--- config.mk ---
export PLATFORM = sky130hd
export DESIGN_NAME = date_add_days_julian_day_top
export DESIGN_NICKNAME = d
export VERILOG_FILES = /design/src/hdl/dadjd_pkg.sv /design/src/hdl/date_add_days_julian_day_top.sv
export SDC_FILE = /design/constraint.sdc
export NUM_CORES = 2
export LEC_CHECK = 0
export BUFFER_PORTS_ARGS = -buffer_cell sky130_fd_sc_hd__buf_2
export CORE_MARGIN = 4
export CORE_UTILIZATION = 50
export CTS_CLUSTER_DIAMETER = 40
export DETAILED_ROUTE_END_ITERATION = 7
export PLACE_DENSITY = 0.72
export SKIP_CTS_REPAIR_TIMING = 1
export SLEW_MARGIN = 0
export SYNTH_ARGS = -nofsm -noshare
export SYNTH_HDL_FRONTEND = slang
export SYNTH_SLANG_ARGS = --single-unit
export TNS_END_PERCENT = 10
--- constraint.sdc ---
create_clock -name clk -period 22 [get_ports clk]
set_clock_uncertainty 0.05 [all_clocks]
set_input_delay 4.4 -clock clk [delete_from_list [all_inputs] [get_ports clk]]
set_output_delay 4.4 -clock clk [all_outputs]
set_load 0.02 [all_outputs]
--- src/hdl/dadjd_pkg.sv ---
// ============================================================================
// dadjd_pkg
// Constants and lookup tables for the date shifter: day-number base, the
// month-offset tables and the reciprocal multipliers for constant divisions.
// ============================================================================
`default_nettype none

package dadjd_pkg;

    // Day number of the calendar origin used by the forward conversion
    localparam int unsigned JDN_BASE = 1720995;

    // Last day number handled by the Julian calendar on the way back
    localparam int unsigned GREG_SWITCH = 2299160;

    // Offsets used by the reverse conversion
    localparam int unsigned GREG_BIAS  = 7468865;
    localparam int unsigned B_BIAS     = 1524;
    localparam int unsigned C_BIAS     = 2442;
    localparam int unsigned YEAR_LATE  = 4716;
    localparam int unsigned YEAR_EARLY = 4715;

    // Days in four Julian years; the term is taken as (1461 * x) / 4
    localparam int unsigned QUAD_DAYS = 1461;

    // year / 100 as (year * 5243) >> 19, exact for year below 43699
    localparam logic [12:0] CENT_MUL = 13'd5243;

    // x / 146097 for x below 2^26: ceil(2^44 / 146097), shift 44
    localparam logic [63:0] GREG_MUL_FULL = ((64'd1 << 44) + 64'd146096) / 64'd146097;
    localparam logic [26:0] GREG_MUL      = GREG_MUL_FULL[26:0];

    // x / 7305 for x below 2^28: ceil(2^41 / 7305), shift 41
    localparam logic [63:0] YEAR_MUL_FULL = ((64'd1 << 41) + 64'd7304) / 64'd7305;
    localparam logic [28:0] YEAR_MUL      = YEAR_MUL_FULL[28:0];

    // (10000 * r) / 306001 for r below 512: ceil(10000 * 2^32 / 306001), shift 32
    localparam logic [63:0] MONTH_MUL_FULL =
        ((64'd10000 << 32) + 64'd306000) / 64'd306001;
    localparam logic [27:0] MONTH_MUL      = MONTH_MUL_FULL[27:0];

    // (306001 * (m + 1)) / 10000, indexed by the raw month; months 0..2
    // are taken as 12..14 of the previous year
    localparam logic [8:0] MONTH_START [16] = '{
        9'd397, 9'd428, 9'd459, 9'd122, 9'd153, 9'd183, 9'd214, 9'd244,
        9'd275, 9'd306, 9'd336, 9'd367, 9'd397, 9'd428, 9'd459, 9'd489
    };

    // (e * 306001) / 10000 for the reverse month index e
    localparam logic [8:0] MONTH_DAYS [16] = '{
        9'd0,   9'd30,  9'd61,  9'd91,  9'd122, 9'd153, 9'd183, 9'd214,
        9'd244, 9'd275, 9'd306, 9'd336, 9'd367, 9'd397, 9'd428, 9'd459
    };

endpackage

`default_nettype wire

--- src/hdl/date_add_days_julian_day_top.sv ---
// ============================================================================
// date_add_days_julian_day_top
// Converts a calendar date to its day number, adds a signed day offset and
// converts the sum back to day, month and year in an eleven-stage pipeline.
// ============================================================================
//
//  channel | handshake                 | payload
//  --------+---------------------------+------------------------------------
//  in      | in_valid  / in_stall      | in_day, in_month, in_year, day_offset
//  out     | out_valid / out_stall     | out_day, out_month, out_year,
//          |                           | day_number
//
//  One date per cycle while out_stall is low.
//  The rate is set by the pipeline: each stage holds one constant multiply
//  (reciprocal division) or one wide add, and every stage takes a new item.
//  Each stage has its own valid bit and loads whenever it is empty or the
//  stage after it moves, so bubbles close up under a stall.
//  in_stall rises only when all stages are full and out_stall is high.
//  Reset clears the valid bits only; data registers are not reset.
//
`default_nettype none

module date_add_days_julian_day_top (
    input  wire logic               clk,
    input  wire logic               rst_n,

    input  wire logic               in_valid,
    output logic                    in_stall,
    input  wire logic [4:0]         in_day,
    input  wire logic [3:0]         in_month,
    input  wire logic [13:0]        in_year,
    input  wire logic signed [20:0] day_offset,

    output logic                    out_valid,
    input  wire logic               out_stall,
    output logic [4:0]              out_day,
    output logic [3:0]              out_month,
    output logic signed [14:0]      out_year,
    output logic [22:0]             day_number
);

    import dadjd_pkg::*;

    localparam int NS = 11;

    // ------------------------------------------------------------------
    // Stage control
    // ------------------------------------------------------------------
    logic [NS:1] valid_reg;
    logic [NS:1] valid_next;
    logic [NS:1] ready;

    // A stage may load when it is empty or its content moves on
    always_comb
    begin
        ready[NS] = !valid_reg[NS] || !out_stall;
        for (int k = NS - 1; k >= 1; k--)
        begin
            ready[k] = !valid_reg[k] || ready[k + 1];
        end
    end

    always_comb
    begin
        valid_next = valid_reg;
        if (ready[1])
        begin
            valid_next[1] = in_valid;
        end
        for (int k = 2; k <= NS; k++)
        begin
            if (ready[k])
            begin
                valid_next[k] = valid_reg[k - 1];
            end
        end
    end

    always_ff @(posedge clk or negedge rst_n)
    begin
        if (!rst_n)
        begin
            valid_reg <= '0;
        end
        else
        begin
            valid_reg <= valid_next;
        end
    end

    assign in_stall  = !ready[1];
    assign out_valid = valid_reg[NS];

    // ------------------------------------------------------------------
    // Stage 1: move January and February into the previous year, century
    // ------------------------------------------------------------------
    logic               month_low;
    logic               year_neg;
    logic [13:0]        year_adj;
    logic [26:0]        cent_prod;

    logic [13:0]        s1_year_reg;
    logic               s1_neg_reg;
    logic [7:0]         s1_cent_reg;
    logic [8:0]         s1_mterm_reg;
    logic [4:0]         s1_day_reg;
    logic signed [20:0] s1_off_reg;

    always_comb
    begin
        month_low = (in_month <= 4'd2);
        // year zero in January or February gives year minus one
        year_neg  = month_low && (in_year == 14'd0);
        if (month_low && !year_neg)
        begin
            year_adj = in_year - 14'd1;
        end
        else if (year_neg)
        begin
            year_adj = 14'd0;
        end
        else
        begin
            year_adj = in_year;
        end
        cent_prod = 27'(year_adj) * 27'(CENT_MUL);
    end

    always_ff @(posedge clk)
    begin
        if (ready[1])
        begin
            s1_year_reg  <= year_adj;
            s1_neg_reg   <= year_neg;
            s1_cent_reg  <= cent_prod[26:19];
            s1_mterm_reg <= MONTH_START[in_month];
            s1_day_reg   <= in_day;
            s1_off_reg   <= day_offset;
        end
    end

    // ------------------------------------------------------------------
    // Stage 2: year term and century correction
    // ------------------------------------------------------------------
    logic [24:0]        year_prod;
    logic signed [23:0] yterm;
    logic signed [10:0] small_sum;

    logic signed [23:0] s2_yterm_reg;
    logic signed [10:0] s2_small_reg;
    logic signed [20:0] s2_off_reg;

    always_comb
    begin
        year_prod = 25'(s1_year_reg) * 25'(QUAD_DAYS);
        // (1461 * -1) / 4 truncates to -365
        if (s1_neg_reg)
        begin
            yterm = -24'sd365;
        end
        else
        begin
            yterm = $signed({1'b0, year_prod[24:2]});
        end
        small_sum = $signed(11'(s1_mterm_reg)) + $signed(11'(s1_day_reg)) + 11'sd2
                  + $signed(11'(s1_cent_reg[7:2])) - $signed(11'(s1_cent_reg));
    end

    always_ff @(posedge clk)
    begin
        if (ready[2])
        begin
            s2_yterm_reg <= yterm;
            s2_small_reg <= small_sum;
            s2_off_reg   <= s1_off_reg;
        end
    end

    // ------------------------------------------------------------------
    // Stage 3: day number of the input date
    // ------------------------------------------------------------------
    logic signed [24:0] jdn_sum;

    logic [22:0]        s3_jdn_reg;
    logic signed [20:0] s3_off_reg;

    assign jdn_sum = 25'(s2_yterm_reg) + $signed(25'(JDN_BASE)) + 25'(s2_small_reg);

    always_ff @(posedge clk)
    begin
        if (ready[3])
        begin
            s3_jdn_reg <= jdn_sum[22:0];
            s3_off_reg <= s2_off_reg;
        end
    end

    // ------------------------------------------------------------------
    // Stage 4: add the offset, pick the calendar
    // ------------------------------------------------------------------
    logic signed [24:0] shift_sum;

    logic [23:0]        s4_j_reg;
    logic               s4_greg_reg;
    logic [22:0]        s4_jdn_reg;

    assign shift_sum = $signed({2'b00, s3_jdn_reg}) + 25'(s3_off_reg);

    always_ff @(posedge clk)
    begin
        if (ready[4])
        begin
            s4_j_reg    <= shift_sum[23:0];
            s4_greg_reg <= (shift_sum > $signed(25'(GREG_SWITCH)));
            s4_jdn_reg  <= s3_jdn_reg;
        end
    end

    // ------------------------------------------------------------------
    // Stage 5: Gregorian cycles, (4j - 7468865) / 146097
    // ------------------------------------------------------------------
    logic [25:0] greg_x;
    logic [52:0] greg_prod;

    logic [8:0]  s5_g0_reg;
    logic [23:0] s5_j_reg;
    logic        s5_greg_reg;
    logic [22:0] s5_jdn_reg;

    always_comb
    begin
        greg_x    = {s4_j_reg, 2'b00} - 26'(GREG_BIAS);
        greg_prod = 53'(greg_x) * 53'(GREG_MUL);
    end

    always_ff @(posedge clk)
    begin
        if (ready[5])
        begin
            s5_g0_reg   <= greg_prod[52:44];
            s5_j_reg    <= s4_j_reg;
            s5_greg_reg <= s4_greg_reg;
            s5_jdn_reg  <= s4_jdn_reg;
        end
    end

    // ------------------------------------------------------------------
    // Stage 6: corrected day count b
    // ------------------------------------------------------------------
    logic [24:0] greg_corr;
    logic [24:0] b_sum;

    logic [23:0] s6_b_reg;
    logic [22:0] s6_jdn_reg;

    always_comb
    begin
        if (s5_greg_reg)
        begin
            greg_corr = 25'(s5_g0_reg) - 25'(s5_g0_reg[8:2]) + 25'd1;
        end
        else
        begin
            greg_corr = '0;
        end
        b_sum = 25'(s5_j_reg) + greg_corr + 25'(B_BIAS);
    end

    always_ff @(posedge clk)
    begin
        if (ready[6])
        begin
            s6_b_reg   <= b_sum[23:0];
            s6_jdn_reg <= s5_jdn_reg;
        end
    end

    // ------------------------------------------------------------------
    // Stage 7: 20b - 2442
    // ------------------------------------------------------------------
    logic [27:0] xc;

    logic [27:0] s7_xc_reg;
    logic [23:0] s7_b_reg;
    logic [22:0] s7_jdn_reg;

    assign xc = {s6_b_reg, 4'b0000} + 28'({s6_b_reg, 2'b00}) - 28'(C_BIAS);

    always_ff @(posedge clk)
    begin
        if (ready[7])
        begin
            s7_xc_reg  <= xc;
            s7_b_reg   <= s6_b_reg;
            s7_jdn_reg <= s6_jdn_reg;
        end
    end

    // ------------------------------------------------------------------
    // Stage 8: year count c = (20b - 2442) / 7305
    // ------------------------------------------------------------------
    logic [56:0] year_div_prod;

    logic [15:0] s8_c_reg;
    logic [23:0] s8_b_reg;
    logic [22:0] s8_jdn_reg;

    assign year_div_prod = 57'(s7_xc_reg) * 57'(YEAR_MUL);

    always_ff @(posedge clk)
    begin
        if (ready[8])
        begin
            s8_c_reg   <= year_div_prod[56:41];
            s8_b_reg   <= s7_b_reg;
            s8_jdn_reg <= s7_jdn_reg;
        end
    end

    // ------------------------------------------------------------------
    // Stage 9: days into the year, r = b - (1461c) / 4
    // ------------------------------------------------------------------
    logic [26:0] dd_prod;
    logic [24:0] r_diff;

    logic [8:0]  s9_r_reg;
    logic [15:0] s9_c_reg;
    logic [22:0] s9_jdn_reg;

    always_comb
    begin
        dd_prod = 27'(s8_c_reg) * 27'(QUAD_DAYS);
        r_diff  = 25'(s8_b_reg) - dd_prod[26:2];
    end

    always_ff @(posedge clk)
    begin
        if (ready[9])
        begin
            s9_r_reg   <= r_diff[8:0];
            s9_c_reg   <= s8_c_reg;
            s9_jdn_reg <= s8_jdn_reg;
        end
    end

    // ------------------------------------------------------------------
    // Stage 10: month index e = (10000r) / 306001
    // ------------------------------------------------------------------
    logic [36:0] e_prod;

    logic [3:0]  s10_e_reg;
    logic [8:0]  s10_r_reg;
    logic [15:0] s10_c_reg;
    logic [22:0] s10_jdn_reg;

    assign e_prod = 37'(s9_r_reg) * 37'(MONTH_MUL);

    always_ff @(posedge clk)
    begin
        if (ready[10])
        begin
            s10_e_reg   <= e_prod[35:32];
            s10_r_reg   <= s9_r_reg;
            s10_c_reg   <= s9_c_reg;
            s10_jdn_reg <= s9_jdn_reg;
        end
    end

    // ------------------------------------------------------------------
    // Stage 11: day, month and year into the output register
    // ------------------------------------------------------------------
    logic [8:0]         day_diff;
    logic [3:0]         month_calc;
    logic signed [16:0] year_calc;

    logic [4:0]         day_out_reg;
    logic [3:0]         month_out_reg;
    logic signed [14:0] year_out_reg;
    logic [22:0]        jdn_out_reg;

    always_comb
    begin
        day_diff = s10_r_reg - MONTH_DAYS[s10_e_reg];
        if (s10_e_reg <= 4'd13)
        begin
            month_calc = s10_e_reg - 4'd1;
        end
        else
        begin
            month_calc = s10_e_reg - 4'd13;
        end
        if (month_calc > 4'd2)
        begin
            year_calc = $signed(17'(s10_c_reg)) - $signed(17'(YEAR_LATE));
        end
        else
        begin
            year_calc = $signed(17'(s10_c_reg)) - $signed(17'(YEAR_EARLY));
        end
    end

    always_ff @(posedge clk)
    begin
        if (ready[11])
        begin
            day_out_reg   <= day_diff[4:0];
            month_out_reg <= month_calc;
            year_out_reg  <= year_calc[14:0];
            jdn_out_reg   <= s10_jdn_reg;
        end
    end

    assign out_day    = day_out_reg;
    assign out_month  = month_out_reg;
    assign out_year   = year_out_reg;
    assign day_number = jdn_out_reg;

endmodule

`default_nettype wire

# Word level (Yosys, flattened, before mapping)
# Memory sizes are Yosys's and may differ from the RTL's. A register that Yosys moved wholly into a read port is not among the register bits.
# Cells that the tools add are included.
[op_classes]
addsub = 21
multipliers = 6
div_mod_pow = 0
order_cmp = 5
n_eq_ne = 0
shift = 0
muxes = 7
bitwise = 2
n_reduce_logical = 28
[op_table]
columns = ["cell", "count"]
rows = [
  ["$mul A28 B28 Y56 const B", 1],
  ["$mul A26 B24 Y50 const B", 1],
  ["$mul A9 B27 Y35 const B", 1],
  ["$sub A15 B13 Y15 const B", 2],
  ["$add A28 B26 Y28", 1],
  ["$mux W14", 2],
  ["$sub A28 B12 Y28 const B", 1],
  ["$mul A14 B13 Y27 const B", 1],
  ["$sub A26 B23 Y26 const B", 1],
  ["$add A24 B21 Y25", 1],
  ["$gt A25 B23 Y1 const B", 1],
  ["$mul A14 B11 Y25 const B", 1],
  ["$add A24 B11 Y24 const B", 1],
  ["$add A24 B24 Y24", 1],
  ["$mux W24", 1],
  ["$add A23 B11 Y23", 1],
  ["$add A23 B22 Y23 const B", 1],
  ["$add A10 B2 Y11 const B", 2],
  ["$mul A16 B11 Y11 const B", 1],
  ["$mux W15", 1],
  ["$logic_not A1 Y1", 14],
  ["$logic_not A14 Y1", 1],
  ["$sub A14 B1 Y14 const B", 1],
  ["$add A11 B7 Y11", 1],
  ["other kinds (16)", 29],
]
[totals]
reg_bits = 560
latchBits = 0
ram_bits = 0
rom_bits = 288
in_bits = 48
out_inout_bits = 49
word_cells = 118
n_memories = 2
[memory_table]
columns = ["memory", "depth", "word_bits", "read_ports", "rd_ports_with_merged_regs", "wr", "line", "text"]
rows = [
  ["(name not given)", 16, 9, 1, 0, 0, "date_add_days_julian_day_top.sv:383", "day_diff = s10_r_reg - MONTH_DAYS[s10_e_reg];"],
  ["(name not given)", 16, 9, 1, 1, 0, "date_add_days_julian_day_top.sv:136", "s1_mterm_reg <= MONTH_START[in_month];"],
]

# Logic depth before layout (Yosys ltp)
[logic_depth]
ltp_word = 13
ltp_mapped = 37

# Least setup slack after synthesis
# OpenSTA, ideal clock, no wires.
[synth_path]
path_kind = "in2out"
from = "in out_stall"
to = "out in_stall"
arrival_time_ns = 9.734
path_slack_ns = 7.816
stages = 6
n_path_buf = 0
path_cell_list = "and3_1 > and3_1 > nand4_1 > nor2_1 > nand4_1 > inv_1"
[synth_via]
elab_chain_len = 13
[synth_lines]
columns = ["element", "line", "text"]
rows = [
  ["start, declared", "date_add_days_julian_day_top.sv:35", "input wire logic out_stall,"],
  ["$logic_not A1 Y1", "date_add_days_julian_day_top.sv:56", "ready[NS] = !valid_reg[NS] || !out_stall;"],
  ["$logic_or A1 B1 Y1", "date_add_days_julian_day_top.sv:56", ""],
  ["$logic_or A1 B1 Y1 (6 in series)", "date_add_days_julian_day_top.sv:59", "ready[k] = !valid_reg[k] || ready[k + 1];"],
  ["named net ready (one bit)", "date_add_days_julian_day_top.sv:51", "logic [NS:1] ready;"],
  ["$logic_or A1 B1 Y1 (4 in series)", "date_add_days_julian_day_top.sv:59", ""],
  ["$logic_not A1 Y1", "date_add_days_julian_day_top.sv:91", "assign in_stall = !ready[1];"],
  ["end, declared", "date_add_days_julian_day_top.sv:28", "output logic in_stall,"],
]
# The timed path passes the listed nets, and every way through them passes these cells.

# Worst setup path in the final report
[layout_path]
from = "in in_month[0]"
to = "reg s1_cent_reg[7] (data pin)"
[layout_via]
elab_chain_len = 6
[layout_lines]
columns = ["element", "line", "text"]
rows = [
  ["start, declared", "date_add_days_julian_day_top.sv:30", "input wire logic [3:0] in_month,"],
  ["$le A4 B2 Y1 *", "date_add_days_julian_day_top.sv:111", "month_low = (in_month <= 4'd2);"],
  ["$logic_and A1 B1 Y1", "date_add_days_julian_day_top.sv:113", "year_neg = month_low && (in_year == 14'd0);"],
  ["$logic_not A1 Y1", "date_add_days_julian_day_top.sv:114", "if (month_low && !year_neg)"],
  ["$logic_and A1 B1 Y1", "date_add_days_julian_day_top.sv:114", ""],
  ["$mux W14 *", "date_add_days_julian_day_top.sv:114", ""],
  ["named net year_adj[12]", "date_add_days_julian_day_top.sv:99", "logic [13:0] year_adj;"],
  ["$mul A14 B13 Y27 *", "date_add_days_julian_day_top.sv:126", "cent_prod = 27'(year_adj) * 27'(CENT_MUL);"],
  ["named net cent_prod[26]", "date_add_days_julian_day_top.sv:100", "logic [26:0] cent_prod;"],
  ["end signal, assigned", "date_add_days_julian_day_top.sv:135", "s1_cent_reg <= cent_prod[26:19];"],
  ["end, declared", "date_add_days_julian_day_top.sv:104", "logic [7:0] s1_cent_reg;"],
]
# Mark *: on every way through the listed nets, which the timed path passes. The rest lies on a longest branch.
# A chain may end at the register's enable or synchronous reset.

==> impl_results.md <==
- ANT nets after route: 0
- Data arrival time of the worst path: roughly 12000 ps
- Number of global-route vias before repair: 37500
- CP startpoint kind: input port
- Sequential element share of the synthesized area: around 29%
- Setup TNS Final: 0 ps
- Syn_area_per_cell: 11.5 sq um
- Slowest CP cell: o21ai_1
- Clk_lat worst skew: ~640 ps
- Initial antenna violation count: 0
- Hold Path Class: register to register
- WP data required: ~22000 ps
- Nets@finish: just over 7000
- Unrepaired setup endpoints after global routing: no
- Crit-path max cell delay: ~700 ps
- Clock transition at path regs: ~60 ps
- Die extent in x: 350 um
- Worst Setup End Kind: register
- Layout cells sized above 1: under 10%
- Logic depth of the worst path, buffers included: 27
- Clk buf depth: 3
- ANT cells: 0
- Die H: between 300 and 400 um
- GP Congestion: roughly 0.9
- Most frequent cells in the layout: 1437 x inv_1, 1013 x ha_1, 740 x fa_1, 555 x edfxtp_1, 193 x xnor2_1
- Multi-input gate area: roughly 36000 sq um
- Worst setup path start: in_month[0]
- Initial Utilization: about half
- Async SR Flop Fraction: a little under 2%
- Crit path max-delay family: adder cells
- Top FF cell, synth: edfxtp_1
- Total number of vias: 35100
- Gate Count Post-Synth: 5066
- Slew HR: 20.0%
- Worst path most repeated cell: fa_1
- RR Startpoint: s4_j_reg[0]
- Num rows: approximately 130
- R2R cell count: 36
- Vias per cell: around 5.1
- Post-layout util: between 50% and 60%
- Max_cap viols: 0
- Hold Fails Final Rpt: 0
- Worst hold start: s5_jdn_reg[1]
- Actual slew at the worst max-slew pin: roughly 1200 ps
- CP Buf/Inv Count: 4
- Filler cell count: around 10000
- R2R Setup Slk: roughly 12000 ps
- Maximum number of pins on one net before global-route repair: 61
- Most common cell after layout, fill and taps aside: inv_1
- Die ar.: ~120000 sq um
- Pre-antenna DRT Iters: 5
- Routed WL per cell: 17.4 um
- Port bufs: 96
- CORE AREA: about 120000 sq um
- Global-route wire length before repair: around 200000 um
- Clock sinks: between 500 and 600
- Grt ovf: 0
- Status: finished clean
- Final min period: between 10000 and 15000 ps
- Area growth from synthesis to layout: 8.87%
- Tcrit/Tclk final: a little over half
- CTS tree: yes
- DRC viols: 0
- Largest register FFs: 26
- Crit path max fanout: 8
- Seq. cell area: between 15000 and 20000 sq um
- Worst setup endpoint: s1_cent_reg[7]
- Synth cell types: about 80
- Iter 0 DRT Violations: ~2000
- Syn Nets: between 6000 and 7000
- Cts bufs inserted: 77
- Max Fclk: roughly 0.087 GHz
- Final WL: roughly 120000 um
- Root cell of the clock tree: clkbuf_16
- Synth warn: 0
- GRT Total Usage: about 20%
- Number of synthesized flops with an enable pin: 555
- Top-level I/O count: 97
- Mapped Area: 58400 sq um
- Worst R2R End: s5_g0_reg[7]
- HPWL Detailed: between 100000 and 150000 um
- Final hold slack: about 350 ps
- Flops & latches, synth: roughly 570
- WS Path Type: input port to register
- Max-slew violations: 0
- Setup Viol. Count Final: 0
- Max H-tree Level: 3
[cells by family (layout without fill, tap and decap cells)]
logic type / count (synthesis) / after routing / share of synthesized area (%)
AOI/OAI and AO/OA: 514 / 514 / 5.85
xor gates and xnor gates: 276 / 276 / 4.16
adders and majority gates: 1753 / 1753 / 47.1
buffers and inverters: 1452 / 1702 / 9.34
DFF: 566 / 566 / 29.0
muxes: 11 / 11 / 0.255
and+or+nand+nor: 494 / 494 / 4.32
[through the flow]
step | instances | cell area, sq um | setup slack [ps]
4_1_cts | 6840 | 63600 | 10450
3_3_place_gp | 6697 | 60900 | 10100
2_1_floorplan | 5066 | 58400 | 7820
5_1_grt | 6840 | 63600 | 10150
3_5_place_dp | 6697 | 60900 | 9950
6_report | 6840 | 63600 | 10490
[synth_stat cells (33+ instances only)]
cell,count,area (sq um)
ha_1,1013,12700
xor2_1,82,718
a21o_1,103,773
nor2b_1,33,206
nand3_1,49,245
edfxtp_1,555,16700
xnor2_1,193,1690
a21oi_1,150,751
nor3_1,41,205
nor2_1,116,435
nand2_1,92,345
nand2b_1,43,269
o21ai_0,78,390
inv_1,1440,5410
fa_1,740,14800
[layer usage]
layer	global-route usage, %	routed length, um
met5	0	0
met4	5.29	3240
met3	2.65	5130
met2	35.2	59200
met1	26.9	51700
[layout make-up]
cell class	count	area share, %
clock buffer	84	3.09
multi-input combinational	3048	56.7
clock inverter	59	1.08
timing repair buffer	119	1.03
sequential	566	26.6
tap	1524	3.00
inverter	1440	8.50
[worst min-delay path by stage]
stage	endpoint	slack (ps)	cells past startpoint
finish	s6_jdn_reg[1]	350	0
global route	s6_jdn_reg[1]	350	0
CTS	s6_jdn_reg[1]	340	0
detailed placement	s10_c_reg[8]	350	0
global placement	s10_c_reg[9]	350	0
floorplan	day_number[0]	350	0
Power is left out: the tool's default activity adds up to more than one toggle a clock period on the data nets, which glitch-free logic cannot reach.
